<file path="src/sv/gms_pkg.sv">
`timescale 1ns / 1ps
// Shared types, constants and pixel arithmetic for the gradient magnitude stream.
package gms_pkg;

  localparam int MaxWidth  = 1024;
  localparam int MaxHeight = 4096;
  localparam int MaxRes    = 3;

  localparam int ColW      = $clog2(MaxWidth);
  localparam int RowW      = $clog2(MaxHeight);
  localparam int PixW      = 24;
  localparam int MagW      = 8;
  localparam int OutRowW   = 12;
  localparam int OutColW   = 10;

  localparam int CfgIdxW   = 2;
  localparam int CfgDataW  = 13;
  localparam int WidthCfgW = 11;
  localparam int HeightCfgW = 13;

  localparam logic [CfgIdxW-1:0] RegColorMode   = 2'd0;
  localparam logic [CfgIdxW-1:0] RegFrameWidth  = 2'd1;
  localparam logic [CfgIdxW-1:0] RegFrameHeight = 2'd2;

  localparam int ResetWidth   = 640;
  localparam int ResetHeight  = 480;
  localparam int ResetLastCol = ((ResetWidth > MaxWidth) ? MaxWidth : ResetWidth) - 1;
  localparam int ResetLastRow = ((ResetHeight > MaxHeight) ? MaxHeight : ResetHeight) - 1;

  localparam int GrayAccW  = 22;
  localparam int GrayShift = 14;
  localparam logic [GrayAccW-1:0] GrayCoefB = 22'd1868;
  localparam logic [GrayAccW-1:0] GrayCoefG = 22'd9617;
  localparam logic [GrayAccW-1:0] GrayCoefR = 22'd4899;
  localparam logic [GrayAccW-1:0] GrayRound = 22'd8192;

  localparam logic [MagW-1:0] MagMax = 8'd255;

  typedef struct packed {
    logic [7:0] blue;
    logic [7:0] green;
    logic [7:0] red;
  } pix_t;

  typedef struct packed {
    logic [MagW-1:0]    magnitude;
    logic [OutRowW-1:0] out_row;
    logic [OutColW-1:0] out_col;
    logic               last_in_run;
    logic               frame_done;
  } res_t;

  typedef struct packed {
    logic [RowW-1:0] row;
    logic [ColW-1:0] col;
    logic            sel;
    logic            has_up;
    logic            second_row;
    logic            last_row;
    logic            col_first;
    logic            col_second;
    logic            col_last;
  } item_ctl_t;

  typedef struct packed {
    pix_t left;
    pix_t mid;
    pix_t right;
    pix_t older;
    pix_t run1;
    pix_t run2;
  } taps_t;

  typedef struct packed {
    pix_t ka;
    pix_t kb;
    logic dbl;
  } pair_t;

  typedef struct packed {
    logic [MaxRes-1:0] present;
    res_t [MaxRes-1:0] res;
  } bundle_t;

  function automatic pix_t pix_key(pix_t p, logic gray_mode);
    logic [GrayAccW-1:0] acc;
    pix_t k;
    acc = GrayCoefB * GrayAccW'(p.blue) + GrayCoefG * GrayAccW'(p.green)
        + GrayCoefR * GrayAccW'(p.red) + GrayRound;
    if (gray_mode) begin
      k.blue  = acc[GrayShift +: 8];
      k.green = '0;
      k.red   = '0;
    end else begin
      k = p;
    end
    return k;
  endfunction

  function automatic logic [7:0] abs_diff(logic [7:0] a, logic [7:0] b);
    return (a > b) ? (a - b) : (b - a);
  endfunction

  function automatic logic [7:0] key_dist(pix_t a, pix_t b);
    logic [7:0] db;
    logic [7:0] dg;
    logic [7:0] dr;
    logic [7:0] m;
    db = abs_diff(a.blue, b.blue);
    dg = abs_diff(a.green, b.green);
    dr = abs_diff(a.red, b.red);
    m  = (db > dg) ? db : dg;
    return (m > dr) ? m : dr;
  endfunction

  function automatic logic [MagW-1:0] mag_sum(logic [7:0] dx, logic dbl_x,
                                              logic [7:0] dy, logic dbl_y);
    logic [8:0] gx;
    logic [8:0] gy;
    logic [9:0] s;
    gx = dbl_x ? {dx, 1'b0} : {1'b0, dx};
    gy = dbl_y ? {dy, 1'b0} : {1'b0, dy};
    s  = {1'b0, gx} + {1'b0, gy};
    return (s > {2'b00, MagMax}) ? MagMax : s[MagW-1:0];
  endfunction

endpackage

</file>
<file path="src/sv/gms_out.sv">
`timescale 1ns / 1ps
// Output register that hands out the results of one pixel one transaction at a time.
module gms_out (
  input  logic             clk_i,
  input  logic             rst_ni,
  input  logic             load_i,
  input  gms_pkg::bundle_t bundle_i,
  output logic             ready_o,
  output logic             out_valid_o,
  input  logic             out_stall_i,
  output gms_pkg::res_t    out_data_o
);

  import gms_pkg::*;

  logic [MaxRes-1:0] pend_q;
  res_t [MaxRes-1:0] res_q;
  logic [1:0]        idx;
  logic [MaxRes-1:0] rest;
  logic              fire;

  always_comb begin
    if (pend_q[0]) begin
      idx = 2'd0;
    end else if (pend_q[1]) begin
      idx = 2'd1;
    end else begin
      idx = 2'd2;
    end
    rest                   = pend_q & ~(MaxRes'(1) << idx);
    out_valid_o            = |pend_q;
    fire                   = out_valid_o & ~out_stall_i;
    ready_o                = ~out_valid_o | (fire & (rest == '0));
    out_data_o             = res_q[idx];
    out_data_o.last_in_run = (rest == '0);
  end

  always_ff @(posedge clk_i or negedge rst_ni) begin
    if (!rst_ni) begin
      pend_q <= '0;
    end else if (load_i) begin
      pend_q <= bundle_i.present;
    end else if (fire) begin
      pend_q <= rest;
    end
  end

  always_ff @(posedge clk_i) begin
    if (load_i) begin
      res_q <= bundle_i.res;
    end
  end

endmodule

</file>
<file path="config.mk">
export PLATFORM = sky130hd
export DESIGN_NAME = gms_out
export DESIGN_NICKNAME = d
export VERILOG_FILES = /design/src/sv/gms_pkg.sv /design/src/sv/gms_out.sv
export SDC_FILE = /design/constraint.sdc
export NUM_CORES = 1
export LEC_CHECK = 0
export BUFFER_PORTS_ARGS = -buffer_cell sky130_fd_sc_hd__buf_2
export CAP_MARGIN = 20
export CORE_MARGIN = 4
export CORE_UTILIZATION = 30
export CTS_CLUSTER_DIAMETER = 200
export DETAILED_ROUTE_END_ITERATION = 8
export GPL_TIMING_DRIVEN = 0
export PLACE_DENSITY = 0.62
export SLEW_MARGIN = 10
export SYNTH_ARGS = -nofsm -noshare
export SYNTH_HDL_FRONTEND = slang
export SYNTH_SLANG_ARGS = --single-unit
</file>
<file path="constraint.sdc">
create_clock -name clk_i -period 1.35 [get_ports clk_i]
set_clock_uncertainty 0.05 [all_clocks]
set_input_delay 0.135 -clock clk_i [delete_from_list [all_inputs] [get_ports clk_i]]
set_output_delay 0.135 -clock clk_i [all_outputs]
set_load 0.01 [all_outputs]
</file>
# After elaboration in Yosys (flattened, before gate mapping)
# Cells that the tools add are included.
# word_totals
in_bits	103
out_inout_bits	34
regBits	99
# op_classes
mux	6
n_reduce_logical	3
n_lt_le_gt_ge	1
shifts	1
bitwise	7
# ops
op	count
32-bit binary-select mux with 2-bit select	1
32-bit 2-to-1 mux	1
3-bit 2-to-1 mux	2
2-bit 2-to-1 mux	2
3-bit AND	1
3-bit zero test	1
2-bit by 3-bit < comparator with 1-bit output, second input constant	1
3-bit NOT	1
3-bit OR reduction	1
1-bit by 2-bit left shift with 3-bit output, first input constant	1
1-bit AND	2
1-bit NOT	2
2-bit nonzero test	1
1-bit bitwise OR	1

# Logic depth before layout (Yosys ltp)
# depth
depth_word	8
mapped_depth	4
mapped_depth_nobuf	2

# Least setup slack after synthesis
# No wires, ideal clock.
# synth_timing
path_kind	register to output
start	reg pend_q[1]
end	out out_data_o[1] (netlist bit)
path_stages_with_launch	5
setup_slack_ns	0.137
arrival_ns	1.028
n_path_buf	2
cell_sequence	dfrtp_1 buf_6 buf_6 o21a_1 a21oi_1
# synth_lines
item	line	text
start: declaration	gms_out.sv:16	logic [MaxRes-1:0] pend_q;
start signal: assignment	gms_out.sv:42	pend_q <= bundle_i.present;
start signal: assignment	gms_out.sv:44	pend_q <= rest;
end: declaration	gms_out.sv:11	output gms_pkg::res_t out_data_o

# Worst setup path after layout
# layout_timing
start	reg pend_q[1]
end	out ready_o
# layout_between
elab_chain_len	8
# layout_lines
item	line	text
2-bit 2-to-1 mux	gms_out.sv:25	end else if (pend_q[1]) begin
2-bit 2-to-1 mux	gms_out.sv:23	if (pend_q[0]) begin
1-bit by 2-bit left shift with 3-bit output	gms_out.sv:30	rest = pend_q & ~(MaxRes'(1) << idx);
3-bit NOT	gms_out.sv:30	
3-bit AND	gms_out.sv:30	
3-bit zero test	gms_out.sv:33	ready_o = ~out_valid_o | (fire & (rest == '0));
1-bit AND	gms_out.sv:33	
1-bit bitwise OR (*)	gms_out.sv:33	
end: declaration	gms_out.sv:8	output logic ready_o,
# Mark *: on every way between the ends. The rest lies on a longest branch, timed or not.

==> results.py <==
metrics = {
    "route": {
        "routed_wl_um": 9580,
        "drc": 0,
        "ant_nets": 0,
        "via_count": 2697,
        "post_drt_wl_per_cell_um": 15.7,
        "first_pass_iters": 4,
        "drt_iter0_markers": 194,
        "viasPerCell": 4.41,
    },
    "timing": {
        "setup_slack_ns": -0.338,
        "fmax_ghz": 0.592,
        "worstMarginPinSlew_ns": 0.642,
        "slew_viol_final": 0,
        "relSlewSlack_pct": 57.2,
        "holdWs_ns": 0.0284,
        "rsz0062_at_grt": "true",
        "finalSetupViolCount": 34,
        "min_period_over_period_pct": 125,
        "min_period_ns": 1.69,
        "finalHoldViolations": 0,
        "tns_ns": -9.73,
    },
    "yosys": {
        "yosysUniqueCellTypes": 16,
        "synth_nets": 318,
        "synth_area_per_cell_um2": 16.8,
        "synth_top_area_share_pct": 77.3,
        "synth_top_family_by_area": "multiplexers",
        "postSynthCellCount": 215,
        "yosysWarnings": 0,
        "syn_area_mm2": 0.00361,
        "synthMuxAreaShare_pct": 8.59,
        "synthSimpleGateAreaFrac_pct": 3.98,
        "ys_seq_area_share_pct": 79.4,
        "ys_ff_latch": 96,
        "synth_top_area_cell": "edfxtp_1",
        "synth_compound_area_share_pct": 5.54,
        "synth.area.top_cells": "edfxtp_1, mux2i_1, o21ai_1, nand2_1, dfrtp_1",
        "synthAdderAreaFrac_pct": 0.312,
        "synthXorXnorAreaFrac_pct": 0,
    },
    "setup_path": {
        "crit_required_ns": 1.16,
        "timing.rr.end": "pend_q[2]$_DFFE_PN0P_",
        "path_max_fanout": 8,
        "path_class": "reg2out",
        "reg2reg_from": "pend_q[0]$_DFFE_PN0P_",
        "rr_worst_depth": 4,
        "start_kind": "register",
        "cp-end-kind": "output port",
        "crit_start": "pend_q[1]$_DFFE_PN0P_",
        "slowest_delay_ns": 0.40,
        "crit_path_end": "ready_o",
        "path_cells": "buf_6 -> maj3_2 -> o21ai_2 -> buf_2",
        "critPathSlowestCell": "dfrtp_1",
        "r2r_slack_ns": 0.13,
        "crit_arrival_ns": 1.50,
    },
    "place": {
        "port_buffers": 133,
        "routabilityCongestion": 0.701,
        "dpl.hpwl_um": 5410,
    },
    "grt": {
        "gr-total-overflow": 0,
        "grt_pass1_wl_um": 15400,
        "grt_usage_pct": 14.5,
        "grt_max_degree": 53,
        "antenna_found_initial": 0,
        "grt_pass1_vias": 2958,
    },
    "job": {
        "maxCapViolCount": 0,
    },
    "clocking": {
        "cts_tree": "built",
        "cts_root_buf": "clkbuf_16",
        "clock_latency_ns": 0.34,
        "ctsLongestPathBuffers": 2,
        "clkTransAtPathRegs_ns": 0.06,
        "cts.sinks": 96,
        "htree_levels": 3,
        "numCtsBuffers": 9,
    },
    "status": {
        "status": "complete, but fails checks",
        "failed_checks": "negative setup slack",
    },
    "floorplan": {
        "fp-row-count": 39,
        "fp.dieW_um": 118,
        "initial_utilization_pct": 31.1,
        "io_pins": 137,
        "die_area_mm2": 0.0139,
        "coreArea_mm2": 0.0116,
        "die_h_um": 118,
    },
    "power_and_ir_drop": {
        "p_total_mw": 6.92,
        "leakagePower_nw": 2.40,
        "powerDensity_mw_per_mm2": 1170,
        "ir_worst_vdd_mv": 0.641,
    },
    "final_layout": {
        "diodes": 0,
        "layout_common_cells": "buf_2, dlygate4sd3_1, edfxtp_1",
        "nets": 566,
        "drive_gt1_share_pct": 36.8,
        "syn_to_final_growth_pct": 63.3,
        "final_common_cell": "buf_2",
    },
    "hold_path": {
        "min_from": "out_stall_i",
        "worstHoldPathType": "in2reg",
        "whs_path_depth": 3,
    },
}
-- final cells by class --
| class | count | area (um2) |
|---|---|---|
| multi-input combinational | 108 | 692 |
| clock inverter | 6 | 26.3 |
| tap | 143 | 179 |
| timing repair buffer | 238 | 1790 |
| buffer | 10 | 119 |
| clock buffer | 10 | 229 |
| sequential | 96 | 2870 |
| fill | 936 | 5710 |
-- Yosys cell counts, drive strengths merged --
cell,count
nand2,35
buf,8
a21oi,1
mux2i,31
clkbuf,3
o21a,1
maj3,1
or3,2
edfxtp,93
o21ai,36
o31ai,1
dfrtp,3
-- what timing repair did --
action | in CTS | in global routing
gates cloned | 1 | 1
setup endpoints to repair | 34 | 34
hold buffers | 97 | 0
buffers inserted | 4 | 1
endpoints found under the hold margin | 99 | 0
pin swaps | 1 | 2
resized for setup | 23 | 9
-- registers in the layout, indices dropped and copies added (netlist names) --
signal  flops
pend_q      3
res_q      93
-- power breakdown --
| group | total (mW) | switching (mW) | internal, mW |
|---|---|---|---|
| clock network | 2.21 | 0.988 | 1.22 |
| registers | 3.60 | 0.0703 | 3.53 |
| logic | 1.11 | 0.493 | 0.618 |
| total | 6.92 | 1.55 | 5.37 |
-- worst max-delay path: cells and delay by family, from the launching register on --
kind | cells | cell delay [ns]
buffers and inverters | 2 | 0.31
AOI/OAI and AO/OA | 1 | 0.14
DFF | 1 | 0.40
adders and majority gates | 1 | 0.31
-- how the worst min path moves through the flow --
stage                                        to
after floorplan           pend_q[0]$_DFFE_PN0P_
after global placement    pend_q[2]$_DFFE_PN0P_
after detailed placement  pend_q[2]$_DFFE_PN0P_
after CTS                 pend_q[0]$_DFFE_PN0P_
after global routing      pend_q[0]$_DFFE_PN0P_
final                     pend_q[0]$_DFFE_PN0P_
-- logic make-up (layout without fill, tap and decap cells) --
group | Yosys count | count (layout)
adder cells (fa/ha/maj) | 1 | 1
flip-flops | 96 | 96
multiplexers | 31 | 31
buffers and inverters | 11 | 264
AND/OR/NAND/NOR | 37 | 37
AO/OA/AOI/OAI | 39 | 39
-- layer usage --
layer	vias up	wire length (um)	track usage, %	part of all wire, %
li1	1307	-	-	-
met1	1277	3830	16.1	40
met2	103	4960	25.4	52
met3	10	666	5.81	7.0
met4	0	123	4.62	1.3
met5	-	0	0	0
-- through the flow --
| step | utilization, % | setup slack (ns) | area, um2 | instances |
|---|---|---|---|---|
| after floorplan | - | 0.137 | 3610 | 215 |
| after detailed placement | 38.6 | -0.0863 | 4490 | 492 |
| after global placement | 38.4 | -0.824 | 4460 | 491 |
| after global routing | 50.8 | -0.405 | 5900 | 611 |
| after CTS | 50.4 | -0.319 | 5850 | 610 |
| final | 50.8 | -0.338 | 5900 | 611 |
Note: power is estimated with default switching activity, not from simulation.
