[config.mk]
export PLATFORM = sky130hd
export DESIGN_NAME = gms_grad
export DESIGN_NICKNAME = d
export VERILOG_FILES = /design/src/sv/gms_pkg.sv /design/src/sv/gms_grad.sv
export SDC_FILE = /design/constraint.sdc
export NUM_CORES = 2
export LEC_CHECK = 0
export BUFFER_PORTS_ARGS = -buffer_cell sky130_fd_sc_hd__buf_2
export CORE_UTILIZATION = 45
export CTS_BUF_LIST = sky130_fd_sc_hd__clkbuf_16
export DETAILED_ROUTE_END_ITERATION = 10
export SYNTH_ARGS = -nofsm -noshare
export SYNTH_HDL_FRONTEND = slang
export SYNTH_SLANG_ARGS = --single-unit
[constraint.sdc]
create_clock -name clk_i -period 12.3 [get_ports clk_i]
set_input_delay 3.075 -clock clk_i [delete_from_list [all_inputs] [get_ports clk_i]]
set_output_delay 3.075 -clock clk_i [all_outputs]
set_load 0.005 [all_outputs]
[src/sv/gms_pkg.sv]
`timescale 1ns / 1ps
// Shared types, constants and pixel arithmetic for the gradient magnitude stream.
package gms_pkg;

  localparam int MaxWidth  = 1024;
  localparam int MaxHeight = 4096;
  localparam int MaxRes    = 3;

  localparam int ColW      = $clog2(MaxWidth);
  localparam int RowW      = $clog2(MaxHeight);
  localparam int PixW      = 24;
  localparam int MagW      = 8;
  localparam int OutRowW   = 12;
  localparam int OutColW   = 10;

  localparam int CfgIdxW   = 2;
  localparam int CfgDataW  = 13;
  localparam int WidthCfgW = 11;
  localparam int HeightCfgW = 13;

  localparam logic [CfgIdxW-1:0] RegColorMode   = 2'd0;
  localparam logic [CfgIdxW-1:0] RegFrameWidth  = 2'd1;
  localparam logic [CfgIdxW-1:0] RegFrameHeight = 2'd2;

  localparam int ResetWidth   = 640;
  localparam int ResetHeight  = 480;
  localparam int ResetLastCol = ((ResetWidth > MaxWidth) ? MaxWidth : ResetWidth) - 1;
  localparam int ResetLastRow = ((ResetHeight > MaxHeight) ? MaxHeight : ResetHeight) - 1;

  localparam int GrayAccW  = 22;
  localparam int GrayShift = 14;
  localparam logic [GrayAccW-1:0] GrayCoefB = 22'd1868;
  localparam logic [GrayAccW-1:0] GrayCoefG = 22'd9617;
  localparam logic [GrayAccW-1:0] GrayCoefR = 22'd4899;
  localparam logic [GrayAccW-1:0] GrayRound = 22'd8192;

  localparam logic [MagW-1:0] MagMax = 8'd255;

  typedef struct packed {
    logic [7:0] blue;
    logic [7:0] green;
    logic [7:0] red;
  } pix_t;

  typedef struct packed {
    logic [MagW-1:0]    magnitude;
    logic [OutRowW-1:0] out_row;
    logic [OutColW-1:0] out_col;
    logic               last_in_run;
    logic               frame_done;
  } res_t;

  typedef struct packed {
    logic [RowW-1:0] row;
    logic [ColW-1:0] col;
    logic            sel;
    logic            has_up;
    logic            second_row;
    logic            last_row;
    logic            col_first;
    logic            col_second;
    logic            col_last;
  } item_ctl_t;

  typedef struct packed {
    pix_t left;
    pix_t mid;
    pix_t right;
    pix_t older;
    pix_t run1;
    pix_t run2;
  } taps_t;

  typedef struct packed {
    pix_t ka;
    pix_t kb;
    logic dbl;
  } pair_t;

  typedef struct packed {
    logic [MaxRes-1:0] present;
    res_t [MaxRes-1:0] res;
  } bundle_t;

  function automatic pix_t pix_key(pix_t p, logic gray_mode);
    logic [GrayAccW-1:0] acc;
    pix_t k;
    acc = GrayCoefB * GrayAccW'(p.blue) + GrayCoefG * GrayAccW'(p.green)
        + GrayCoefR * GrayAccW'(p.red) + GrayRound;
    if (gray_mode) begin
      k.blue  = acc[GrayShift +: 8];
      k.green = '0;
      k.red   = '0;
    end else begin
      k = p;
    end
    return k;
  endfunction

  function automatic logic [7:0] abs_diff(logic [7:0] a, logic [7:0] b);
    return (a > b) ? (a - b) : (b - a);
  endfunction

  function automatic logic [7:0] key_dist(pix_t a, pix_t b);
    logic [7:0] db;
    logic [7:0] dg;
    logic [7:0] dr;
    logic [7:0] m;
    db = abs_diff(a.blue, b.blue);
    dg = abs_diff(a.green, b.green);
    dr = abs_diff(a.red, b.red);
    m  = (db > dg) ? db : dg;
    return (m > dr) ? m : dr;
  endfunction

  function automatic logic [MagW-1:0] mag_sum(logic [7:0] dx, logic dbl_x,
                                              logic [7:0] dy, logic dbl_y);
    logic [8:0] gx;
    logic [8:0] gy;
    logic [9:0] s;
    gx = dbl_x ? {dx, 1'b0} : {1'b0, dx};
    gy = dbl_y ? {dy, 1'b0} : {1'b0, dy};
    s  = {1'b0, gx} + {1'b0, gy};
    return (s > {2'b00, MagMax}) ? MagMax : s[MagW-1:0];
  endfunction

endpackage

[src/sv/gms_grad.sv]
`timescale 1ns / 1ps
// Gradient datapath: distance keys and operand pairs, then magnitudes of up to three results.
module gms_grad (
  input  logic               clk_i,
  input  logic               rst_ni,
  input  logic               color_mode_i,
  input  logic               load_i,
  input  logic               take_i,
  input  gms_pkg::item_ctl_t a_ctl_i,
  input  gms_pkg::pix_t      a_pix_i,
  input  gms_pkg::taps_t     taps_i,
  output logic               valid_o,
  output gms_pkg::bundle_t   bundle_o
);

  import gms_pkg::*;

  localparam int PairUpX   = 0;
  localparam int PairUpY   = 1;
  localparam int PairLeftX = 2;
  localparam int PairLeftY = 3;
  localparam int PairEndX  = 4;
  localparam int PairEndY  = 5;

  pix_t k_cur;
  pix_t k_left;
  pix_t k_mid;
  pix_t k_right;
  pix_t k_older;
  pix_t k_run1;
  pix_t k_run2;

  pair_t [2*MaxRes-1:0] pair_d;
  pair_t [2*MaxRes-1:0] pair_q;
  logic  [MaxRes-1:0]   has_d;
  logic  [MaxRes-1:0]   has_q;
  logic  [RowW-1:0]     row_q;
  logic  [ColW-1:0]     col_q;
  logic                 valid_q;
  logic  [MagW-1:0]     mag [MaxRes];

  assign k_cur   = pix_key(a_pix_i, color_mode_i);
  assign k_left  = pix_key(taps_i.left, color_mode_i);
  assign k_mid   = pix_key(taps_i.mid, color_mode_i);
  assign k_right = pix_key(taps_i.right, color_mode_i);
  assign k_older = pix_key(taps_i.older, color_mode_i);
  assign k_run1  = pix_key(taps_i.run1, color_mode_i);
  assign k_run2  = pix_key(taps_i.run2, color_mode_i);

  always_comb begin
    if (a_ctl_i.col_first) begin
      pair_d[PairUpX] = '{ka: k_right, kb: k_mid, dbl: 1'b1};
    end else if (a_ctl_i.col_last) begin
      pair_d[PairUpX] = '{ka: k_mid, kb: k_left, dbl: 1'b1};
    end else begin
      pair_d[PairUpX] = '{ka: k_left, kb: k_right, dbl: 1'b0};
    end
    if (a_ctl_i.second_row) begin
      pair_d[PairUpY] = '{ka: k_cur, kb: k_mid, dbl: 1'b1};
    end else begin
      pair_d[PairUpY] = '{ka: k_older, kb: k_cur, dbl: 1'b0};
    end
    if (a_ctl_i.col_second) begin
      pair_d[PairLeftX] = '{ka: k_cur, kb: k_run1, dbl: 1'b1};
    end else begin
      pair_d[PairLeftX] = '{ka: k_run2, kb: k_cur, dbl: 1'b0};
    end
    pair_d[PairLeftY] = '{ka: k_run1, kb: k_left, dbl: 1'b1};
    pair_d[PairEndX]  = '{ka: k_cur, kb: k_run1, dbl: 1'b1};
    pair_d[PairEndY]  = '{ka: k_cur, kb: k_mid, dbl: 1'b1};
  end

  assign has_d = {a_ctl_i.last_row & a_ctl_i.col_last,
                  a_ctl_i.last_row & ~a_ctl_i.col_first,
                  a_ctl_i.has_up};

  always_ff @(posedge clk_i or negedge rst_ni) begin
    if (!rst_ni) begin
      valid_q <= 1'b0;
    end else if (load_i) begin
      valid_q <= 1'b1;
    end else if (take_i) begin
      valid_q <= 1'b0;
    end
  end

  always_ff @(posedge clk_i) begin
    if (load_i) begin
      pair_q <= pair_d;
      has_q  <= has_d;
      row_q  <= a_ctl_i.row;
      col_q  <= a_ctl_i.col;
    end
  end

  always_comb begin
    for (int i = 0; i < MaxRes; i++) begin
      mag[i] = mag_sum(key_dist(pair_q[2*i].ka, pair_q[2*i].kb), pair_q[2*i].dbl,
                       key_dist(pair_q[2*i+1].ka, pair_q[2*i+1].kb), pair_q[2*i+1].dbl);
    end
  end

  always_comb begin
    bundle_o.present = has_q;
    bundle_o.res[0] = '{magnitude:   mag[0],
                        out_row:     OutRowW'(row_q - RowW'(1)),
                        out_col:     OutColW'(col_q),
                        last_in_run: 1'b0,
                        frame_done:  1'b0};
    bundle_o.res[1] = '{magnitude:   mag[1],
                        out_row:     OutRowW'(row_q),
                        out_col:     OutColW'(col_q - ColW'(1)),
                        last_in_run: 1'b0,
                        frame_done:  1'b0};
    bundle_o.res[2] = '{magnitude:   mag[2],
                        out_row:     OutRowW'(row_q),
                        out_col:     OutColW'(col_q),
                        last_in_run: 1'b0,
                        frame_done:  1'b1};
  end

  assign valid_o = valid_q;

endmodule

# After elaboration in Yosys (flattened, before gate mapping)
# Cells that the tools add are included.
[classes]
addsub = 62
mux = 49
multipliers = 21
n_bitwise = 3
magnitude_cmp = 33
reduce_logical = 1
[op_table]
columns = ["cell", "n"]
rows = [
  ["subtractor 8 bit", 36],
  ["two-way mux 8 bit", 33],
  ["> comparator 8 bit", 30],
  ["two-way mux 49 bit", 4],
  ["two-way mux 24 bit", 7],
  ["adder 19 x 22 -> 22 bit", 7],
  ["adder 22 x 14 -> 22 bit, second input constant", 7],
  ["adder 22 x 21 -> 22 bit", 7],
  ["multiplier 14 x 8 -> 22 bit, first input constant", 7],
  ["multiplier 13 x 8 -> 21 bit, first input constant", 7],
  ["multiplier 9 x 8 -> 17 bit, first input constant", 7],
  ["adder 9 x 9 -> 10 bit", 3],
  ["> comparator 10 x 8 -> 1 bit, second input constant", 3],
  ["two-way mux 9 bit", 3],
  ["subtractor 12 x 1 -> 12 bit, second input constant", 1],
  ["subtractor 10 x 1 -> 10 bit, second input constant", 1],
  ["AND 1 bit", 2],
  ["two-way mux 1 bit", 2],
  ["nonzero test 2 bit", 1],
  ["NOT 1 bit", 1],
]
[totals]
wordCells = 206
register_bits = 269
input_bits = 202
output_inout_bits = 100

# Depth between registers and ports, before layout
[depth]
ltp_word = 10
ltp_mapped = 44

# Least setup slack after synthesis
# Ideal clock, no wire load.
[synth_path]
kind = "register to output"
start = "register pair_q[41] (netlist name)"
end = "output port bundle_o[24] (netlist name)"
t_arrival_ns = 8.412
slack_ns = 0.813
path_buffers = 2
stages_incl_launch_ff = 45
required_time_ns = 9.225
cell_sequence = "edfxtp_1 inv_1 ha_1 inv_1 fa_1 a21oi_1 o211ai_2 o211ai_4 mux2_2 a221oi_1 mux2i_1 nor2_1 ha_1 nand4_1 or2_2 or3_1 a211oi_1 a211oi_2 [... 9 more ...] o21ai_0 o21ai_0 clkbuf_1 nand2_1 o21ai_1 nor2b_1 ha_1 inv_1 fa_1 nor2b_1 o21ai_0 a21boi_0 o21ai_0 a21boi_0 o21a_1 and3_1 o21ai_0 or2_2"
[synth_rtl]
columns = ["item", "line_no", "text"]
rows = [
  ["start: declaration", "gms_grad.sv:34", "pair_t [2*MaxRes-1:0] pair_q;"],
  ["start signal: assignment", "gms_grad.sv:89", "pair_q <= pair_d;"],
  ["end: declaration", "gms_grad.sv:13", "output gms_pkg::bundle_t bundle_o"],
]

==> results_dict.tcl <==
set metrics [dict create \
    ys_types 97 \
    cts_num_sinks 269 \
    startpoint "pair_q[41]" \
    syn_avg_cell_area_um2 9.241 \
    vias_per_cell 5.301 \
    final_common_cell "inv_1" \
    ys_warn_count 0 \
    synth_compound_area_share_pct 11.27 \
    syn_area_mm2 0.06299 \
    antenna_left 0 \
    crit_required_ns 9.22 \
    cts_made_buffers 37 \
    status "finished clean" \
    min_from "valid_o" \
    drt_first_iter_violations 2677 \
    report.final.setup_viol 0 \
    muxShareOfSynthArea_pct 4.537 \
    synth_fa_ha_area_share_pct 48.25 \
    grt_pass1_wl_um 271900 \
    clock-root-buffer "clkbuf_16" \
    fp.dieArea_mm2 0.1415 \
    core-area_mm2 0.1382 \
    grt-ovfl-total 0 \
    cp_slowest_cell "edfxtp_1" \
    fin_nets 9329 \
    routabilityCongestion 0.9310 \
    async_flop_share_pct 0.3717 \
    crit_path_max_incr_delay_ns 0.38 \
    num_vias 47590 \
    fillers 13240 \
    cts_tree "done" \
    synth_xor_area_share_pct 3.560 \
    path_class "flip-flop to primary output" \
    htree_levels 2 \
    dp_hpwl_um 147700 \
    wl_um 174400 \
    seqCellArea_mm2 0.008073 \
    cap_violations 0 \
    ys_ff_latch 269 \
    final-max-slew-violation-count 0 \
    ys_seq_area_share_pct 12.82 \
    die_w_um 376.1 \
    multi_input_area_mm2 0.04846 \
    grt_max_degree 134 \
    path_common_cell "ha_1" \
    fmax_ghz 0.08371 \
    io_buffers 294 \
    pin_count 302 \
    antenna_found_initial 10 \
    final_cell_mix "1668 x inv_1, 1391 x ha_1, 646 x fa_1, 313 x nor2_1, 292 x buf_2" \
    clk-insertion-delay-late_ns 0.59 \
    grt_pass1_vias 48120 \
    synth-edff-count 268 \
    cp_max_fo 7 \
    die_y_um 376.1 \
    finalHoldViolCount 0 \
    slew_headroom_pct 29.73 \
    cts_buffer_depth 3 \
    synth_top_family_by_area "adder cells" \
    synthFlopType "edfxtp_1" \
    yosys.area_share.simple_pct 8.675 \
    start_util_pct 45.59 \
    rows 136 \
    grt_util_all_layers_pct 24.71 \
    dr.pass1.iters 6 \
    clock_skew_ns 0 \
    drive_gt1_share_pct 8.602 \
    cp.arrival_ns 8.87 \
    cp-end-kind "primary output" \
    period_minus_slack_ns 11.95 \
    drt_drc_violations_left 0 \
    r2r-start "valid_o" \
    period_share_pct 97.12 \
    areaGrowthSynthToFinish_pct 8.484 \
    clk_pin_slew_worst_paths_ns 0.06 \
    worst_pin_slew_ns 1.025 \
    fin_tns_setup_ns 0 \
    cp-start-kind "flip-flop" \
    wl_per_cell_um 19.43 \
    min_path_type "flip-flop to flip-flop" \
    cts_hold_buf 0 \
    netlist_instances 6816 \
]
[metal layers]
metal | vias to the layer above | wire length, um | GRT usage, %
met4 | 0 | 3658 | 5.077
met1 | 23230 | 81910 | 34.82
met3 | 158 | 9509 | 3.017
met5 | - | 0 | 0
met2 | 1062 | 79350 | 40.56
li1 | 23150 | - | -
[flip-flops by register name, indices dropped and copies added (netlist names)]
name / count
col_q: 10
row_q: 12
valid_o: 1
has_q: 3
pair_q: 243
[final cells by class]
cell class                 instances  share of cell area (%)
inverter                        1666                   9.157
timing repair buffer             355                   2.888
antenna                            1                0.003662
clock inverter                    30                  0.4523
multi-input combinational       4758                   70.92
tap                             1863                   3.411
sequential                       269                   11.81
clock buffer                      37                   1.355
[cell usage after synthesis, types with 15 or more instances]
| master | n | area share, % |
|---|---|---|
| mux2_2 | 51 | 0.91 |
| inv_1 | 1664 | 9.9 |
| o22ai_1 | 22 | 0.22 |
| o211a_1 | 21 | 0.33 |
| buf_4 | 28 | 0.33 |
| and3_1 | 20 | 0.20 |
| nand2_1 | 253 | 1.5 |
| edfxtp_1 | 268 | 13 |
| or2_2 | 33 | 0.33 |
| a211oi_1 | 64 | 0.76 |
| o31ai_1 | 20 | 0.24 |
| a31oi_1 | 27 | 0.27 |
| o21bai_1 | 32 | 0.38 |
| clkbuf_1 | 78 | 0.46 |
| nand4_1 | 51 | 0.51 |
| ha_1 | 1392 | 28 |
| xnor2_1 | 177 | 2.5 |
| a21boi_0 | 18 | 0.21 |
| nor2b_1 | 91 | 0.90 |
| nand2b_1 | 49 | 0.49 |
| o21ai_0 | 216 | 1.7 |
| o21a_1 | 83 | 0.99 |
| o221ai_1 | 15 | 0.21 |
| and2_1 | 34 | 0.34 |
| nor2_1 | 315 | 1.9 |
| nand3_1 | 94 | 0.75 |
| o211ai_1 | 31 | 0.37 |
| or3_1 | 16 | 0.16 |
| fa_1 | 648 | 21 |
| mux2i_1 | 214 | 3.4 |
| a21oi_1 | 275 | 2.2 |
| nor3_1 | 92 | 0.73 |
| a221oi_1 | 17 | 0.24 |
| a21o_1 | 80 | 0.95 |
| xor2_1 | 79 | 1.1 |
[critical path, delay by kind of cell, from the launching register on]
kind            cells  cell delay, ns
flops               1            0.38
fa+ha+maj           5            1.40
compound gates     18            3.00
mux                 4            1.04
simple gates        8            1.57
buf+inv             6            0.74
xor+xnor            1            0.13
[what timing repair did]
action                                 4_1_cts  5_1_grt
pin swaps                                    0       19
gates resized for setup                     15       90
setup buffers                                2       20
endpoints found under the hold margin        0        0
setup endpoints to repair                   10       24
[path summary, 6_finish.rpt]
| check | to | slack [ns] | cells past startpoint |
|---|---|---|---|
| min in group asynchronous | valid_o | 2.24 | 1 |
| max | bundle_o[28] | 0.35 | 42 |
| min reg2reg | valid_o | 0.48 | 1 |
| min | valid_o | 0.48 | 1 |
| max in group asynchronous | valid_o | 9.98 | 1 |
| max reg2reg | valid_o | 11.65 | 1 |
[kinds of logic after synthesis]
group           count (synthesis)
mux                           272
fa+ha+maj                    2040
buf+inv                      1793
xor+xnor                      256
compound gates               1067
other cells                     2
simple gates                 1117
flops                         269
[per-stage QoR]
step / instances / hold WS [ns] / instance area [um2] / worst slack, ns / util, %
6_report: 8979 / 0.4814 / 68330 / 0.3541 / 49.45
5_1_grt: 8978 / 0.5121 / 68330 / -0.1250 / 49.45
4_1_cts: 8958 / 0.4850 / 67820 / 0.02078 / 49.09
3_5_place_dp: 8889 / 0.4715 / 66530 / 0.1319 / 48.15
3_3_place_gp: 8889 / 0.4582 / 66530 / 0.1508 / 48.15
2_1_floorplan: 6820 / 0.4768 / 63000 / 0.8127 / -
Power is not shown: default switching activity piles up to over one toggle a cycle in this logic, so the estimate is an artifact.
